## config.mk

```make
export PLATFORM = sky130hd
export DESIGN_NAME = crt_zero_find
export DESIGN_NICKNAME = d
export VERILOG_FILES = /design/src/hdl/crt_pkg.sv /design/src/hdl/crt_zero_find.sv
export SDC_FILE = /design/constraint.sdc
export NUM_CORES = 1
export LEC_CHECK = 0
export BUFFER_PORTS_ARGS = -buffer_cell sky130_fd_sc_hd__buf_4
export CORE_AREA = 2 2 39 41
export DETAILED_ROUTE_END_ITERATION = 10
export DIE_AREA = 0 0 41 43
export PLACE_DENSITY = 0.76
export SYNTH_ARGS = -nofsm -noshare
export SYNTH_HDL_FRONTEND = slang
export SYNTH_SLANG_ARGS = --single-unit
```

## constraint.sdc

```tcl
create_clock -name vclk -period 0.8
set_input_delay 0 -clock vclk [all_inputs]
set_output_delay 0 -clock vclk [all_outputs]
set_load 0.05 [all_outputs]
```

## src/hdl/crt_pkg.sv

```systemverilog
package crt_pkg;

   localparam int ADDR_W     = 32;
   localparam int SIZE_W     = 25;
   // bitmap RAM word: 32 chunk flags per word
   localparam int WORD_BITS  = 32;
   localparam int WORD_SHIFT = 5;

   localparam logic [1:0] FUNC_START = 2'd0;
   localparam logic [1:0] FUNC_PIECE = 2'd1;
   localparam logic [1:0] FUNC_QUERY = 2'd2;

   localparam logic KIND_ACK    = 1'b0;
   localparam logic KIND_REPORT = 1'b1;

   typedef enum logic [2:0] {
      ST_IDLE,
      ST_CLEAR,
      ST_PIECE_WR,
      ST_SCAN,
      ST_RESP
   } crt_state_type;

endpackage

```

## src/hdl/crt_zero_find.sv

```systemverilog
module crt_zero_find
   import crt_pkg::*;
(
   input  logic [WORD_BITS-1:0]  bits,
   output logic                  found,
   output logic [WORD_SHIFT-1:0] pos
);

   // lowest clear bit wins
   always_comb begin
      found = 1'b0;
      pos   = '0;
      for (int j = WORD_BITS - 1; j >= 0; j--) begin
         if (!bits[j]) begin
            found = 1'b1;
            pos   = WORD_SHIFT'(j);
         end
      end
   end

endmodule

```

### After elaboration in Yosys (flattened, before gate mapping)

Index checks and enable logic that the tools add are counted.

* register bits: 0
* bits in latches: 0
* bits in writable memories: 0
* ROM bits: 0
* input bits: 32
* memories: 0

* add/subtract/negate cells: 0
* multipliers: 0
* divide/modulo/power cells: 0
* $lt $le $gt $ge: 0
* eq/ne operators: 0
* shift-type cells: 0
* muxes and demuxes: 64
* bitwise operators: 0
* reductions and logical operators: 0

Operators with widths (number)
* two-way mux 5 bit: 32
* two-way mux 1 bit: 32

### Depth between registers and ports, before layout

* depth in word-level cells: 32
* mapped depth: 5
* mapped depth without buffers: 5

### Worst setup path before layout

No wires, ideal clock.

* path kind: input to output
* from: input port bits[2]
* to: output port pos[4]
* arrival: 1.429 ns
* data required time: 0.800 ns
* slack: -0.629 ns
* cell stages on the path: 3
* path buffers: 0
* path through: nand4_1 or3_4 nor4_2

* cells in the longest elaborated chain, start to end: 3

RTL lines
* from (decl): line crt_zero_find.sv:4 `input logic [WORD_BITS-1:0] bits,`
* two-way mux 5 bit (3 in series): line crt_zero_find.sv:14 `if (!bits[j]) begin`
* to (decl): line crt_zero_find.sv:6 `output logic [WORD_SHIFT-1:0] pos`

No other way between the ends.

### Worst setup path in the final report

* from: input port bits[31]
* to: output port pos[0]

* cells in the longest elaborated chain, start to end: 32

RTL lines (line)
* two-way mux 5 bit (32 in series): crt_zero_find.sv:14

No other way between the ends.

==> flow_metrics.env <==
export IMPL_grt_pass1_vias=702
export IMPL_crit_required_ns=0.80
export IMPL_dieHeight_um=43
export IMPL_initial_core_util_pct=28.4
export IMPL_dp_hpwl_um=1400
export IMPL_via_per_inst=5.69
export IMPL_muxShareOfSynthArea_pct=0
export IMPL_track_usage_pct=22.7
export IMPL_grt_pass1_wl_um=2900
export IMPL_path_class="in2out"
export IMPL_ioPinCount=38
export IMPL_crit_fanout=3
export IMPL_synth_top_family_by_area="simple AND/OR/NAND/NOR gates"
export IMPL_synth_distinct_cells=22
export IMPL_wl_um=2150
export IMPL_synthesis_area_um2=393
export IMPL_finalSetupTns_ns=-1.57
export IMPL_total_power_mw=0.471
export IMPL_drc_errors=0
export IMPL_violations="setup timing"
export IMPL_fillCellCount=95
export IMPL_slew_viol_final=0
export IMPL_core_mm2=0.00138
export IMPL_synthCells=66
export IMPL_hold_depth=4
export IMPL_leakagePower_nw=0.465
export IMPL_diodes=0
export IMPL_yosysSeqAreaShare_pct=0
export IMPL_port_buffers=38
export IMPL_period_minus_slack_ns=1.12
export IMPL_synthSimpleGateAreaFrac_pct=58.3
export IMPL_globalRoute_totalOverflow=0
export IMPL_synth_fa_ha_area_share_pct=0
export IMPL_grt_start_max_net_pins=6
export IMPL_seq_cell_count=0
export IMPL_regArea_um2=0
export IMPL_syn2layout_area_growth_pct=179
export IMPL_placed_cells=135
export IMPL_rsz0062_at_grt="yes"
export IMPL_setup_viol=6
export IMPL_clockPowerShare_pct=0
export IMPL_antenna_left=0
export IMPL_max_freq_ghz=0.893
export IMPL_period_share_pct=140
export IMPL_hold_viol=0
export IMPL_p_switching_mw=0.208
export IMPL_synth_xor_area_share_pct=0
export IMPL_ir_drop_v=0.000268
export IMPL_antenna_found_initial=0
export IMPL_hold_start="bits[0]"
export IMPL_final_common_cell="buf_4"
export IMPL_gp_congestion=0.740
export IMPL_pwr_share_seq_pct=0
export IMPL_arrival_ns=1.12
export IMPL_synth_compound_area_share_pct=36.0
export IMPL_final_cells=140
export IMPL_finalNetCount=158
export IMPL_hold_path_end="pos[0]"
export IMPL_timing_slew_headroom_pct=71.6
export IMPL_routedWlPerCell_um=15.3
export IMPL_endpoint_kind="output port"
export IMPL_mostFrequentLayoutCells="buf_4 (28), buf_6 (26), nand4_1 (9), nand2_1 (7)"
export IMPL_drive_gt1_share_pct=64.5
export IMPL_combPwrFrac_pct=100.0
export IMPL_die_area_mm2=0.00176
export IMPL_dp_worst_setup_slack_ns=-0.330
export IMPL_row_count=14
export IMPL_clockBufferCount=0
export IMPL_start_kind="input pin"
export IMPL_setup_slack_ns=-0.319
export IMPL_route_vias_total=796
export IMPL_ys_warn_count=0
export IMPL_avgSynthCellArea_um2=5.95
export IMPL_powerDensity_mw_per_mm2=430
export IMPL_drtIter0Drc=15
export IMPL_p_int_mw=0.263
export IMPL_min_path_type="in2out"
export IMPL_die_w_um=41
export IMPL_outcome="finished with violations"
export IMPL_sw_frac_of_total_pct=44.1
export IMPL_synth_nets=98
export IMPL_first_pass_iters=4
export IMPL_worst_pin_slew_ns=0.421
export IMPL_drv_cap=0
-- power groups by stage --
stage               combinational, mW  clock (mW)  sequential, mW
floorplan                       0.110           0               0
global placement                0.348           0               0
detailed placement              0.354           0               0
CTS                             0.417           0               0
global route                    0.499           0               0
finish                          0.471           0               0
-- worst max-delay path, cell delays in order --
cell and delay, ns:
buf_8 0.10, nand3b_1 0.16, nand3_2 0.10, a31oi_4 0.09, a2111oi_4 0.27, o221a_2 0.26
buf_8 0.14
-- cell usage after synthesis (all sizes together) --
cell type	count	area [µm²]
o21bai	1	7.51
a2111oi	1	15.0
nand2b	1	6.26
a21o	1	7.51
o221a	1	11.3
a31oi	4	25.0
a21oi	5	25.0
and4	1	8.76
o2111ai	2	17.5
nand2	11	41.3
nand3	6	30.0
o21ai	5	25.0
or3	2	22.5
inv	6	22.5
nor4	1	12.5
nor3	2	21.3
a211oi	1	7.51
nand3b	2	15.0
nor2	4	15.0
nand4	9	56.3
-- worst max path at each step --
stage | from | end | slack, ns | depth (start not counted)
CTS | bits[11] | pos[0] | -0.31 | 7
detailed placement | bits[11] | pos[0] | -0.33 | 7
finish | bits[31] | pos[0] | -0.32 | 7
global route | bits[31] | pos[0] | -0.38 | 7
global placement | bits[11] | pos[0] | -0.28 | 7
floorplan | bits[28] | found | -0.24 | 4
-- what timing repair did --
item / 4_1_cts / 5_1_grt
pin swaps: 18 / 11
hold buffers: 0 / 0
setup buffers: 2 / 4
resized for setup: 37 / 14
setup endpoints to repair: 6 / 6
-- layer usage --
metal | up-vias | part of all wire, % | wire length, µm | track usage [%]
met4 | 0 | 0.70 | 15 | 2.67
met2 | 36 | 56 | 1210 | 43.4
met1 | 375 | 37 | 789 | 26.0
met5 | - | 0 | 0 | 0
met3 | 2 | 6.3 | 135 | 1.05
li1 | 383 | - | - | -
-- stage by stage --
stage | hold WS (ns) | util [%] | instance area, µm²
CTS | 0.483 | 72.4 | 1000
floorplan | 0.189 | - | 428
detailed placement | 0.524 | 61.1 | 846
global placement | 0.515 | 61.1 | 846
finish | 0.488 | 79.1 | 1090
global route | 0.502 | 79.1 | 1090
-- kinds of logic (layout without fill, tap and decap cells) --
group / count (synthesis) / count (layout)
simple gates: 39 / 39
compound gates: 21 / 21
buf+inv: 6 / 64
-- final cells by class --
cell class         instances  area, µm²  area share [%]
repair buffers            58        563            51.4
multi-input cells         60        489            44.7
inverters                  6       22.5            2.06
well taps                 16       20.0            1.83
Power figures use the tool's default switching activity.
